**config.mk**
```make
export PLATFORM = sky130hd
export DESIGN_NAME = nns_best
export DESIGN_NICKNAME = d
export VERILOG_FILES = /design/src/sv/nns_pkg.sv /design/src/sv/nns_best.sv
export SDC_FILE = /design/constraint.sdc
export NUM_CORES = 1
export LEC_CHECK = 0
export ABC_AREA = 1
export BUFFER_PORTS_ARGS = -buffer_cell sky130_fd_sc_hd__buf_2
export CAP_MARGIN = 20
export CORE_UTILIZATION = 48
export CTS_CLUSTER_DIAMETER = 80
export DETAILED_ROUTE_END_ITERATION = 7
export HOLD_SLACK_MARGIN = 0.03
export MAX_ROUTING_LAYER = met4
export PLACE_DENSITY = 0.79
export SKIP_CTS_REPAIR_TIMING = 1
export SLEW_MARGIN = 20
export SYNTH_ARGS = -nofsm -noshare
export SYNTH_HDL_FRONTEND = slang
export SYNTH_SLANG_ARGS = --single-unit
```
**constraint.sdc**
```tcl
create_clock -name clk -period 3.6 [get_ports clk]
set_clock_uncertainty 0.1 [all_clocks]
set_input_delay 0.18 -clock clk [delete_from_list [all_inputs] [get_ports clk]]
set_output_delay 0.18 -clock clk [all_outputs]
set_load 0.03 [all_outputs]
```
**src/sv/nns_pkg.sv**
```systemverilog
// Shared constants and types for the nearest-neighbor search block.
`default_nettype none

package nns_pkg;

	// Parameter defaults
	localparam int MAX_ROWS_DEF = 1024;
	localparam int MAX_DIMS_DEF = 8;
	localparam int COMP_W_DEF   = 16;

	// Fixed field widths
	localparam int ROW_IN_W   = 10;
	localparam int DIM_IN_W   = 3;
	localparam int DIST_W     = 35;
	localparam int ROWS_CFG_W = 11;
	localparam int DIMS_CFG_W = 4;
	localparam int CFG_DATA_W = 11;
	localparam int CFG_IDX_W  = 2;

	// Register indexes
	localparam logic [CFG_IDX_W-1:0] REG_ROWS = 2'd0;
	localparam logic [CFG_IDX_W-1:0] REG_DIMS = 2'd1;

	// Register reset values
	localparam logic [ROWS_CFG_W-1:0] ROWS_RST = 11'd1024;
	localparam logic [DIMS_CFG_W-1:0] DIMS_RST = 4'd5;

	// Request types
	localparam logic REQ_LOAD  = 1'b0;
	localparam logic REQ_QUERY = 1'b1;

	// Largest distance, saturation value
	localparam logic [DIST_W-1:0] DIST_MAX = '1;

	// Tag that travels with each row through the distance pipeline
	typedef struct packed {
		logic valid;
		logic first;
		logic last;
	} tag_t;

endpackage

`default_nettype wire

```
**src/sv/nns_best.sv**
```systemverilog
// Running minimum over scanned rows; lowest index wins a tie.
`default_nettype none

module nns_best #(
	parameter int MAX_ROWS = nns_pkg::MAX_ROWS_DEF
) (
	input  wire logic                         clk,
	input  wire logic                         arst_n,
	input  wire nns_pkg::tag_t                tag_s3,
	input  wire logic [$clog2(MAX_ROWS)-1:0]  row_s3,
	input  wire logic [nns_pkg::DIST_W-1:0]   dist_s3,
	input  wire logic                         take,
	output logic                              done,
	output logic      [$clog2(MAX_ROWS)-1:0]  best_row,
	output logic      [nns_pkg::DIST_W-1:0]   best_dist
);
	import nns_pkg::*;

	localparam int ROW_W = $clog2(MAX_ROWS);

	logic [ROW_W-1:0]  best_row_q;
	logic [DIST_W-1:0] best_dist_q;
	logic              done_q;

	// First row seeds the minimum; later rows replace it only when strictly closer
	always_ff @(posedge clk) begin
		if (tag_s3.valid && (tag_s3.first || (dist_s3 < best_dist_q))) begin
			best_row_q  <= row_s3;
			best_dist_q <= dist_s3;
		end
	end

	// Result is ready once the last row has been compared
	always_ff @(posedge clk or negedge arst_n) begin
		if (!arst_n) begin
			done_q <= 1'b0;
		end else if (tag_s3.valid && tag_s3.last) begin
			done_q <= 1'b1;
		end else if (take) begin
			done_q <= 1'b0;
		end
	end

	assign done      = done_q;
	assign best_row  = best_row_q;
	assign best_dist = best_dist_q;

endmodule

`default_nettype wire

```
* Word-level counts from Yosys, hierarchy flattened
Index checks and enable logic that the tools add are counted.
** Word-level totals
- Bits in registers :: 46
- Latch bits :: 0
- Memory bits (writable) :: 0
- ROM bits :: 0
- Bits of input ports :: 51
- Output and inout bits :: 46
- Logic and storage cells :: 10
- Memories kept :: 0
** Operators by class
- Add/subtract/negate cells :: 0
- Multiply operators :: 0
- Div/mod/pow operators :: 0
- $lt $le $gt $ge :: 1
- Eq/ne operators :: 0
- Shift-type cells :: 0
- Muxes and demuxes :: 2
- Bitwise gates (word level) :: 0
- Reduce and logical (&&, ||, !) cells :: 4
** Operators with widths (number)
- $lt 35x35->1 :: 1
- $logic_and 1x1->1 :: 2
- $mux 1 :: 2
- $reduce_bool 2->1 :: 1
- $logic_or 1x1->1 :: 1

* Depth between registers and ports, before layout
- Depth after elaboration :: 3
- Gate-level depth with buffers :: 13
- Depth with buffers taken out :: 13

* Worst setup path before layout
OpenSTA, ideal clock, no wires.
- Kind :: reg2reg
- From :: register best_dist_q[2] (netlist: best_dist[2])
- To :: register best_dist_q[0] (netlist: best_dist[0]) (enable)
- Arrival :: 2.737 ns
- Required time :: 3.082 ns
- Path slack :: 0.345 ns
- Cell stages (with the launch flop) :: 9
- Buffers on the path :: 0
- Period minus slack after synthesis :: 3.255 ns
- Cells stage by stage :: edfxtp_1 -> inv_1 -> ha_1 -> a21o_1 -> a31oi_2 -> nor2_2 -> nor2_1 -> nand2_1 -> a21oi_2
** Between the ends
- Cells in the longest elaborated chain, start to end :: 3
** Ends and longest elaborated chain
- from (decl) :: RTL line nns_best.sv:22 : logic [DIST_W-1:0] best_dist_q;
- from (signal assigned) :: RTL line nns_best.sv:29 : best_dist_q <= dist_s3;
- $lt 35x35->1 :: RTL line nns_best.sv:27 : if (tag_s3.valid && (tag_s3.first || (dist_s3 < best_dist_q))) begin
- $logic_or 1x1->1 :: RTL line nns_best.sv:27
- $logic_and 1x1->1 :: RTL line nns_best.sv:27
No other way between the ends.
A chain may end at the register's enable or synchronous reset.

* Worst setup path in the final report
- From :: input port dist_s3[10] (netlist bit)
- To :: register best_dist_q[28] (netlist: best_dist[28]) (enable)
** Between the ends
- Cells in the longest elaborated chain, start to end :: 3
** Ends and longest elaborated chain
- from (decl) :: RTL line nns_best.sv:11 : input wire logic [nns_pkg::DIST_W-1:0] dist_s3,
- $lt 35x35->1 :: RTL line nns_best.sv:27
- $logic_or 1x1->1 :: RTL line nns_best.sv:27
- $logic_and 1x1->1 :: RTL line nns_best.sv:27
No other way between the ends.

==> run summary <==
I/O pin total: 97
NumNets Final: 451
Hold Path Class: input port to register
Post-route setup TNS: 0 ns
Power Dens Cells: 362.6 nW/um2
Pleak: 1.790 nW
Critical path peak fanout: 33
Final Non-Filler Cells: 434
Number of diodes: 0
Multi-input gate area: 844.6 um2
Post-synthesis cell count: 215
Most common cell on crit path: nand2_1
Largest net degree at the start of global routing: 34
Total track usage: 17.97%
Setup crit end kind: register
Asr flop ratio synth: 2.174%
Row count: 25
Fill cell count: 340
Initial antenna violation count: 0
Min-Delay Startpoint: tag_s3[0]
DRC: 0
Sequential share of the synthesized area: 57.32%
Final setup vio count: 0
1st-pass router iterations: 4
Initial Utilization: 50.50%
Fmax: 0.3775 GHz
Worst-path clk slew: 0.09 ns
TritonCTS clock tree: done
Buf/Inv on CP: 3
Clk_lat worst skew: 0.30 ns
CTS buffer count: 5
Global-route wire length before repair: 6996 um
Slew Limit Fails: 0
Final Util: 74.79%
Final worst path period share: 73.58%
Synth-to-Final Area Change: 48.10%
Netlist Area Pre-Place: 2401 um2
Worst-path cell chain: dlygate4sd3_1, buf_2, ha_1, a21o_1, nor2_1, nand2_1, nand2_1, nand2_1, nand2_1, nand2_1, a21oi_4, buf_12
Hpwl dp: 3588 um
Setup crit start kind: input port
Routed vias/inst: 4.539
Hold path cells: 3
Maximum clock path buffer count: 2
Routed Antenna Nets: 0
Top FF cell, synth: edfxtp_1
Crit Path Class: input port to register
Drt initial violations: 113
RSZ-0062 raised after global routing: no
Dpl ws: 1.134 ns
Slew headroom: 68.24%
IO Port Bufs: 96
Min Clock Period, post-route: 2.649 ns
Layout cell share with drive strength beyond 1: 32.97%
Die area: 5289 um2
Per-cell routed wire length: 12.60 um
H-tree levels: 2
Flop2flop setup slack: 1.08 ns
Vias in the first global route: 1650
Dpl cells: 379
Hold path endpoint: done$_DFFE_PN0P_
Critical Path RT: 3.49 ns
Max_cap viols: 0
Most frequent cells in the layout: buf_2 (96), inv_1 (50), dlygate4sd3_1 (47)
Reg2reg end: best_dist[28]$_DFFE_PP_
Net count after synthesis: 300
YS warnings: 0
GRT Residual Overflow: 0
Clock sink count: 46
Die Span Y: 72.73 um
Worst Tran Pin Value: 0.4754 ns
Syn avg cell area: 11.17 um2
Critical Path Max Stage Delay: 0.55 ns
Synth unique cells: 15
Worst vdd ir: 0.2033 mV
Final WS setup: 0.9513 ns
Final Hold Viols: 0
GPL Wtd Cong: 0.7201
Slowest CP cell: dlygate4sd3_1
Die width: 72.73 um
Core Box Area: 4755 um2
Most common cell after layout, fill and taps aside: buf_2
R2r startpoint: best_dist[6]$_DFFE_PP_
CP arrival: 2.54 ns
Outcome: finished clean
Post-synth EDFFs: 45
Seq cells post-synth: 46
Cells on worst reg2reg path: 14
Flip-flop and latch area: 1376 um2
Vias: 1970
Clock Tree Root: clkbuf_8
Total routed wirelength: 5468 um
Top delay family on crit path: buffers and inverters
-- synth_stat cells (2+ instances only) --
master    instances  area [um2]
inv_1            50       187.7
edfxtp_1         45        1351
nand2_1          45       168.9
ha_1             34       425.4
a21oi_1          11       55.05
nor2_1            7       26.28
nor2_2            6       37.54
nand2_2           5       31.28
a21o_1            3       22.52
o21ai_0           3       15.01
nor2_4            2       22.52
-- cell type report --
type | instances | share of cell area (%)
multi-input combinational | 119 | 23.75
sequential | 46 | 38.71
inverter | 50 | 5.278
clock buffer | 5 | 1.935
tap | 67 | 2.357
timing repair buffer | 144 | 27.30
clock inverter | 3 | 0.6685
-- power breakdown --
part	total, W	internal [W]	switching, W
combinational	0.000314	0.000128	0.000187
sequential	0.000649	0.000633	0.0000163
clock	0.000326	0.000139	0.000186
total	0.00129	0.000900	0.000390
-- how the worst max path moves through the flow --
| stage | startpoint | endpoint | slack (ns) | cells past startpoint |
|---|---|---|---|---|
| finish | dist_s3[10] | best_dist[28]$_DFFE_PP_ | 0.95 | 12 |
| global route | dist_s3[10] | best_dist[28]$_DFFE_PP_ | 0.78 | 12 |
| CTS | best_dist[10]$_DFFE_PP_ | best_row[9]$_DFFE_PP_ | 1.12 | 11 |
| detailed placement | best_dist[10]$_DFFE_PP_ | best_dist[19]$_DFFE_PP_ | 1.13 | 11 |
| global placement | best_dist[10]$_DFFE_PP_ | best_dist[24]$_DFFE_PP_ | 1.21 | 11 |
| floorplan | best_dist[2]$_DFFE_PP_ | best_dist[0]$_DFFE_PP_ | 0.35 | 8 |
-- kinds of logic (layout without fill, tap and decap cells) --
| kind of cell | after synthesis | count (layout) | share of synthesized area [%] |
|---|---|---|---|
| compound gates | 20 | 20 | 5.211 |
| flops | 46 | 46 | 57.32 |
| simple gates | 65 | 65 | 11.93 |
| fa+ha+maj | 34 | 34 | 17.72 |
| buf+inv | 50 | 202 | 7.817 |
-- routing by layer --
layer | track usage [%] | wire, um | part of all wire [%]
met2 | 29.91 | 2805 | 51
met3 | 4.420 | 309 | 5.7
met5 | - | 0 | 0
met1 | 21.56 | 2310 | 42
met4 | 5.664 | 42 | 0.77
-- worst register-to-register path, cell delays in order (launching register included) --
cell,delay (ns)
edfxtp_1,0.42
inv_1,0.09
ha_1,0.25
nand2_1,0.10
inv_1,0.05
nand2_1,0.06
nand2_1,0.04
nand2_1,0.05
nand2_1,0.06
nand2_1,0.06
nand2_1,0.07
nand2_1,0.07
nand2_1,0.09
a21oi_4,0.42
buf_12,0.28
-- per-stage QoR --
stage | hold slack, ns | total power [W] | instance area [um2]
final | 0.0003161 | 0.001289 | 3556
after global routing | 0.01102 | 0.001356 | 3556
after CTS | -0.4749 | 0.001257 | 3085
after detailed placement | -0.1447 | 0.0009333 | 2993
after global placement | -0.1451 | 0.0009245 | 2993
after floorplan | -0.2156 | 0.0008371 | 2401
-- flip-flops by register name (all words and copies together) (netlist names) --
signal	cells
best_dist	35
best_row	10
done	1
Note: power is estimated with default switching activity, not from simulation.
