$ cat src/sv/nns_pkg.sv
// Shared constants and types for the nearest-neighbor search block.
`default_nettype none

package nns_pkg;

	// Parameter defaults
	localparam int MAX_ROWS_DEF = 1024;
	localparam int MAX_DIMS_DEF = 8;
	localparam int COMP_W_DEF   = 16;

	// Fixed field widths
	localparam int ROW_IN_W   = 10;
	localparam int DIM_IN_W   = 3;
	localparam int DIST_W     = 35;
	localparam int ROWS_CFG_W = 11;
	localparam int DIMS_CFG_W = 4;
	localparam int CFG_DATA_W = 11;
	localparam int CFG_IDX_W  = 2;

	// Register indexes
	localparam logic [CFG_IDX_W-1:0] REG_ROWS = 2'd0;
	localparam logic [CFG_IDX_W-1:0] REG_DIMS = 2'd1;

	// Register reset values
	localparam logic [ROWS_CFG_W-1:0] ROWS_RST = 11'd1024;
	localparam logic [DIMS_CFG_W-1:0] DIMS_RST = 4'd5;

	// Request types
	localparam logic REQ_LOAD  = 1'b0;
	localparam logic REQ_QUERY = 1'b1;

	// Largest distance, saturation value
	localparam logic [DIST_W-1:0] DIST_MAX = '1;

	// Tag that travels with each row through the distance pipeline
	typedef struct packed {
		logic valid;
		logic first;
		logic last;
	} tag_t;

endpackage

`default_nettype wire

$ cat src/sv/nns_dist.sv
// Distance pipeline: per-lane squared differences, then saturated lane sum.
`default_nettype none

module nns_dist #(
	parameter int MAX_ROWS = nns_pkg::MAX_ROWS_DEF,
	parameter int MAX_DIMS = nns_pkg::MAX_DIMS_DEF,
	parameter int COMPONENT_WIDTH = nns_pkg::COMP_W_DEF
) (
	input  wire logic                                      clk,
	input  wire logic                                      arst_n,
	input  wire nns_pkg::tag_t                             tag_s1,
	input  wire logic [$clog2(MAX_ROWS)-1:0]               row_s1,
	input  wire logic [MAX_DIMS-1:0][COMPONENT_WIDTH-1:0]  feat_s1,
	input  wire logic [MAX_DIMS-1:0][COMPONENT_WIDTH-1:0]  query,
	input  wire logic [MAX_DIMS-1:0]                       lane_en,
	output nns_pkg::tag_t                                  tag_s3,
	output logic      [$clog2(MAX_ROWS)-1:0]               row_s3,
	output logic      [nns_pkg::DIST_W-1:0]                dist_s3
);
	import nns_pkg::*;

	localparam int CW    = COMPONENT_WIDTH;
	localparam int ROW_W = $clog2(MAX_ROWS);
	localparam int SQ_W  = 2 * CW;
	localparam int SUM_W = SQ_W + $clog2(MAX_DIMS + 1);
	localparam int CMP_W = (SUM_W > DIST_W) ? SUM_W : DIST_W;

	logic [MAX_DIMS-1:0][SQ_W-1:0] sq;
	logic [MAX_DIMS-1:0][SQ_W-1:0] sq_s2;
	tag_t                          tag_s2;
	logic [ROW_W-1:0]              row_s2;
	logic [CMP_W-1:0]              sum;
	tag_t                          tag_q3;
	logic [ROW_W-1:0]              row_q3;
	logic [DIST_W-1:0]             dist_q3;

	// Stage 2: |feature - query| squared, zero for lanes past dims_in_use
	for (genvar g = 0; g < MAX_DIMS; g++) begin : g_sq
		logic [CW:0]     diff;
		logic [CW-1:0]   mag;
		logic [SQ_W-1:0] mag_ext;

		assign diff    = {feat_s1[g][CW-1], feat_s1[g]} - {query[g][CW-1], query[g]};
		assign mag     = diff[CW] ? CW'(-diff) : diff[CW-1:0];
		assign mag_ext = SQ_W'(mag);
		assign sq[g]   = lane_en[g] ? (mag_ext * mag_ext) : '0;
	end

	always_ff @(posedge clk) begin
		sq_s2  <= sq;
		row_s2 <= row_s1;
	end

	always_ff @(posedge clk or negedge arst_n) begin
		if (!arst_n) begin
			tag_s2 <= '0;
		end else begin
			tag_s2 <= tag_s1;
		end
	end

	// Stage 3: sum over lanes, saturate to the output width
	always_comb begin
		sum = '0;
		for (int i = 0; i < MAX_DIMS; i++) begin
			sum = sum + CMP_W'(sq_s2[i]);
		end
	end

	always_ff @(posedge clk) begin
		row_q3  <= row_s2;
		dist_q3 <= (sum > CMP_W'(DIST_MAX)) ? DIST_MAX : DIST_W'(sum);
	end

	always_ff @(posedge clk or negedge arst_n) begin
		if (!arst_n) begin
			tag_q3 <= '0;
		end else begin
			tag_q3 <= tag_s2;
		end
	end

	assign tag_s3  = tag_q3;
	assign row_s3  = row_q3;
	assign dist_s3 = dist_q3;

endmodule

`default_nettype wire

$ cat config.mk
export PLATFORM = sky130hd
export DESIGN_NAME = nns_dist
export DESIGN_NICKNAME = d
export VERILOG_FILES = /design/src/sv/nns_pkg.sv /design/src/sv/nns_dist.sv
export SDC_FILE = /design/constraint.sdc
export NUM_CORES = 2
export LEC_CHECK = 0
export BUFFER_PORTS_ARGS = -buffer_cell sky130_fd_sc_hd__buf_2
export CORE_UTILIZATION = 65
export CTS_BUF_LIST = sky130_fd_sc_hd__clkbuf_16
export DETAILED_ROUTE_END_ITERATION = 10
export GPL_TIMING_DRIVEN = 0
export PLACE_DENSITY_LB_ADDON = 0.05
export SLEW_MARGIN = 20
export SYNTH_ARGS = -nofsm -noshare
export SYNTH_HDL_FRONTEND = slang
export SYNTH_SLANG_ARGS = --single-unit
$ cat constraint.sdc
create_clock -name clk -period 9 [get_ports clk]
set_input_delay 1.8 -clock clk [delete_from_list [all_inputs] [get_ports clk]]
set_output_delay 1.8 -clock clk [all_outputs]
set_load 0.03 [all_outputs]
Word-level counts from Yosys, hierarchy flattened
Cells that the tools add are included.
{"block": "classes", "addsub": 23, "multipliers": 8, "n_lt_le_gt_ge": 1, "mux": 8}
{"cell": "$mul A16 B16 Y32", "n": 8}
{"cell": "$sub A16 B16 Y17", "n": 8}
{"cell": "$mux W16", "n": 8}
{"cell": "$neg A16 Y16", "n": 8}
{"cell": "$add A36 B32 Y36", "n": 3}
{"cell": "$add A35 B32 Y36", "n": 1}
{"cell": "$gt A36 B35 Y1 const B", "n": 1}
{"cell": "$add A34 B32 Y35", "n": 1}
{"cell": "$add A33 B32 Y34", "n": 1}
{"cell": "$add A32 B32 Y33", "n": 1}
{"block": "word_totals", "reg_bits": 317, "output_inout_bits": 48, "elab_cells": 57}

Logic depth before layout (Yosys ltp)
{"block": "depth", "depth_word": 8, "mapped_depth": 42, "depth_no_buf": 41}

Worst setup path before layout
Ideal clock, no wire load.
{"block": "synth_timing", "path_kind": "input to register", "from": "input port feat_s1[96] (netlist bit)", "to": "register sq_s2[223] (netlist bit)", "setup_time_ns": 0.115, "arrival_ns": 10.847, "slack_ns": -1.962, "stages": 38, "n_path_buf": 0, "cell_sequence": "inv_1 ha_1 fa_1 and2b_1 o2111ai_1 and3_1 or4_4 a31o_2 nand2b_1 a31o_2 nand2_1 xor2_1 clkinv_1 nand2_1 inv_1 fa_1 inv_1 fa_1 [... 2 more ...] inv_1 fa_1 fa_1 fa_1 inv_1 ha_1 a21oi_1 inv_1 o221a_2 a311oi_1 a21oi_1 a31oi_1 o311a_1 nand2_1 a31oi_1 xor2_1 xnor2_1 and2_1"}
{"block": "synth_between", "elab_chain_cells": 4}
{"item": "start, declared", "line": "nns_dist.sv:13", "source": "input wire logic [MAX_DIMS-1:0][COMPONENT_WIDTH-1:0] feat_s1,"}
{"item": "$sub A16 B16 Y17 *", "line": "nns_dist.sv:43", "source": "assign diff = {feat_s1[g][CW-1], feat_s1[g]} - {query[g][CW-1], query[g]};"}
{"item": "$neg A16 Y16", "line": "nns_dist.sv:44", "source": "assign mag = diff[CW] ? CW'(-diff) : diff[CW-1:0];"}
{"item": "$mux W16 *", "line": "nns_dist.sv:44"}
{"item": "$mul A16 B16 Y32 *", "line": "nns_dist.sv:46", "source": "assign sq[g] = lane_en[g] ? (mag_ext * mag_ext) : '0;"}
{"item": "end signal, assigned", "line": "nns_dist.sv:50", "source": "sq_s2 <= sq;"}
{"item": "end, declared", "line": "nns_dist.sv:29", "source": "logic [MAX_DIMS-1:0][SQ_W-1:0] sq_s2;"}
Mark *: on every way between the ends. The rest lies on a longest branch, timed or not.
A chain may end at the register's enable or synchronous reset.

Worst setup path after layout
{"block": "layout_timing", "from": "input port feat_s1[16] (netlist bit)", "to": "register sq_s2[63] (netlist bit)"}
The elaborated chain is that of the path after synthesis.

==> impl_metrics.py <==
metrics = {
    "routing": {
        "route.vias.total": 66441,
        "vias_per_cell": 5.682,
        "first_pass_iters": 6,
        "drt-total-wl_microns": 230400,
        "dr.first_iter.drc_count": 4724,
        "postRouteAntennaNets": 0,
        "wl_per_cell_microns": 19.71,
        "drc": 0,
    },
    "flow_run": {
        "drv_cap": 0,
    },
    "timing": {
        "worstMarginPinSlew_ns": 1.088,
        "period_needed_ns": 10.73,
        "clock.fmax_mhz": 93.18,
        "slew_headroom_pct": 27.33,
        "post-route-period-util_pct": 119.2,
        "setup_viol": 128,
        "skew_ns": 0.02435,
        "drv_slew": 0,
        "hold_viol_final": 0,
        "setup_slack_ns": -1.732,
        "rsz0062_at_grt": "yes",
    },
    "synth": {
        "synth-seq-cells": 309,
        "synth_mux_area_share_pct": 0.1317,
        "synth_cell_type_count": 99,
        "yosysWarnings": 0,
        "async_flop_share_pct": 1.942,
        "synth_top_family_by_area": "adder cells",
        "yosys.area_share.simple_pct": 13.00,
        "synth_edf_count": 0,
        "synth-compound-area-share_pct": 8.966,
        "postSynthAreaPerCell_sq_um": 8.748,
        "synthAdderAreaFrac_pct": 52.93,
        "syn_inst": 9011,
        "synthesis.area_sq_um": 78830,
        "dominantRegCellSynth": "dfxtp_1",
        "synth_xor_area_share_pct": 5.084,
        "seq_area_frac_synth_pct": 7.885,
    },
    "global_route": {
        "antenna_found_initial": 19,
        "grt_pass1_wl_microns": 352000,
        "grt_overflow": 0,
        "gr-usage-all-layers_pct": 36.43,
        "grt_pass1_vias": 69240,
        "grt_start_max_net_pins": 17,
    },
    "final_layout": {
        "postLayoutCoreUtil_pct": 81.64,
        "final_layout_size_suffix_gt1_share_pct": 23.75,
        "fin_nets": 12771,
        "areaGrowthSynthToFinish_pct": 24.41,
    },
    "clock_tree": {
        "cts_buffer_depth": 3,
        "cts_hold_buf": 0,
        "cts.clk_slew.worst_paths_ns": 0.06,
        "h-tree-depth": 1,
        "clock_latency_ns": 0.60,
        "clkSinkCount": 309,
        "cts_made_buffers": 30,
        "cts_tree": "built",
        "root_buffer": "clkbuf_16",
    },
    "hold_path": {
        "hold_path.class": "reg2reg",
    },
    "die": {
        "die_x_microns": 350.2,
        "pin_count": 327,
        "fp.dieH_microns": 350.2,
        "num_rows": 127,
        "core_sq_um": 120100,
        "die_area_sq_um": 122700,
        "start_util_pct": 65.62,
    },
    "run_status": {
        "violations": "setup timing",
        "status": "finished with violations",
    },
    "setup_path": {
        "slowest_delay_ns": 0.58,
        "critPathSlowestCell": "fa_1",
        "worst-endpoint-required_ns": 9.34,
        "crit_top_cell": "fa_1",
        "critPathArrivalTime_ns": 11.07,
        "worstPathMaxFanout": 9,
        "critPathKind": "in2reg",
        "end_kind": "flop",
        "startpoint_type": "input pin",
    },
    "placement": {
        "hpwl_microns": 171200,
        "portBuffers": 326,
        "place.gp.congestion": 0.9595,
    },
}
[per-stage QoR]
stage,TNS (ns),setup WS (ns),hold slack [ns],cells,instance area (sq um)
6_report,-63.13,-1.732,0.3276,11693,98070
5_1_grt,-92.59,-1.978,0.3326,11691,98070
4_1_cts,-34.23,-1.518,0.3271,11507,94720
3_5_place_dp,-264.13,-2.951,0.3121,10951,85410
3_3_place_gp,-252.20,-2.949,0.3110,10951,85390
2_1_floorplan,-34.17,-1.032,0.3096,9013,81740
[path summary, 6_finish.rpt]
path / start / endpoint / slack [ns] / cells after the start
setup / recovery: feat_s1[16] / sq_s2[63] / -1.73 / 39
hold / removal: row_s2[5] / row_s3[5] / 0.33 / 0
setup reg to reg: sq_s2[163] / dist_s3[33] / 2.21 / 19
hold reg to reg: row_s2[5] / row_s3[5] / 0.33 / 0
max in group asynchronous: arst_n / tag_s2[2] / 7.83 / 1
min in group asynchronous: arst_n / tag_s3[1] / 1.03 / 1
[area by class of cell]
class	count	area, sq um
fill	7514	22060
sequential	309	6216
clock buffer	32	800.8
antenna	4	10.01
inverter	2379	9230
tap	1612	2017
multi-input combinational	6191	70910
clock inverter	24	292.8
timing repair buffer	1016	7513
buffer	126	1077
[Yosys cell counts (all sizes together), types with 122 or more instances]
library cell	instances	area share (%)
inv	2347	11
ha	946	15
a21o	153	1.5
nand2	610	2.9
xnor2	283	3.2
dfxtp	303	7.7
clkbuf	123	0.59
nor2	845	4.0
and2	146	1.2
nand2b	122	0.97
o21ai	173	1.1
a21oi	287	1.8
fa	1493	38
xor2	166	1.9
[what timing repair did]
| item | in CTS | in global routing |
|---|---|---|
| setup buffers | 502 | 200 |
| pin swaps | 510 | 394 |
| gates resized for setup | 874 | 498 |
| cloned | 4 | 1 |
| setup endpoints to repair | 172 | 144 |
[logic make-up (layout without fill, tap and decap cells)]
family | Yosys count | after routing
buffers and inverters | 2514 | 3577
adders and majority gates | 2439 | 2439
and+or+nand+nor | 2234 | 2234
AOI/OAI and AO/OA | 1054 | 1055
xor gates and xnor gates | 449 | 449
DFF | 309 | 309
muxes | 10 | 10
other | 2 | 8
[layout by cell type (no fill, tap or decap), types with 72 or more instances in the layout]
cell type / synthesis / layout
ha_1: 946 / 833
a21oi_2: 2 / 72
xnor2_1: 277 / 158
ha_4: 0 / 89
nand2b_1: 122 / 106
fa_1: 1493 / 1439
o21ai_0: 156 / 94
dfxtp_1: 303 / 303
a21oi_1: 285 / 190
a21o_1: 153 / 152
nor2_1: 842 / 713
inv_1: 2332 / 2206
xnor2_2: 6 / 79
nor3_1: 111 / 97
nand3_1: 82 / 75
and2_1: 146 / 98
xor2_1: 162 / 98
nand2_1: 610 / 523
nor2_2: 3 / 83
buf_2: 12 / 312
buf_4: 0 / 588
o21a_1: 80 / 73
inv_2: 15 / 112
buf_6: 0 / 105
[sequential cells by signal (all words and copies together) (netlist names)]
register and count:
tag_s3 3, tag_s2 3, dist_s3 35, row_s3 10
row_s2 10, sq_s2 248
[routing by layer]
| layer | GRT usage, % | wire length [microns] | share of wire (%) |
|---|---|---|---|
| met1 | 45.60 | 87510 | 38 |
| met3 | 4.999 | 15970 | 6.9 |
| met4 | 14.22 | 12120 | 5.3 |
| met5 | 0 | 47 | 0.020 |
| met2 | 63.80 | 114800 | 50 |
[worst max-delay path: cells and delay by family]
| kind | cells | cell delay (ns) |
|---|---|---|
| AO/OA/AOI/OAI | 14 | 3.12 |
| XOR/XNOR | 1 | 0.23 |
| adder cells (fa/ha/maj) | 9 | 3.89 |
| buffers and inverters | 8 | 0.76 |
| AND/OR/NAND/NOR | 7 | 1.24 |
Power is left out: the tool's default activity adds up to more than one toggle a clock period on the data nets, which glitch-free logic cannot reach.
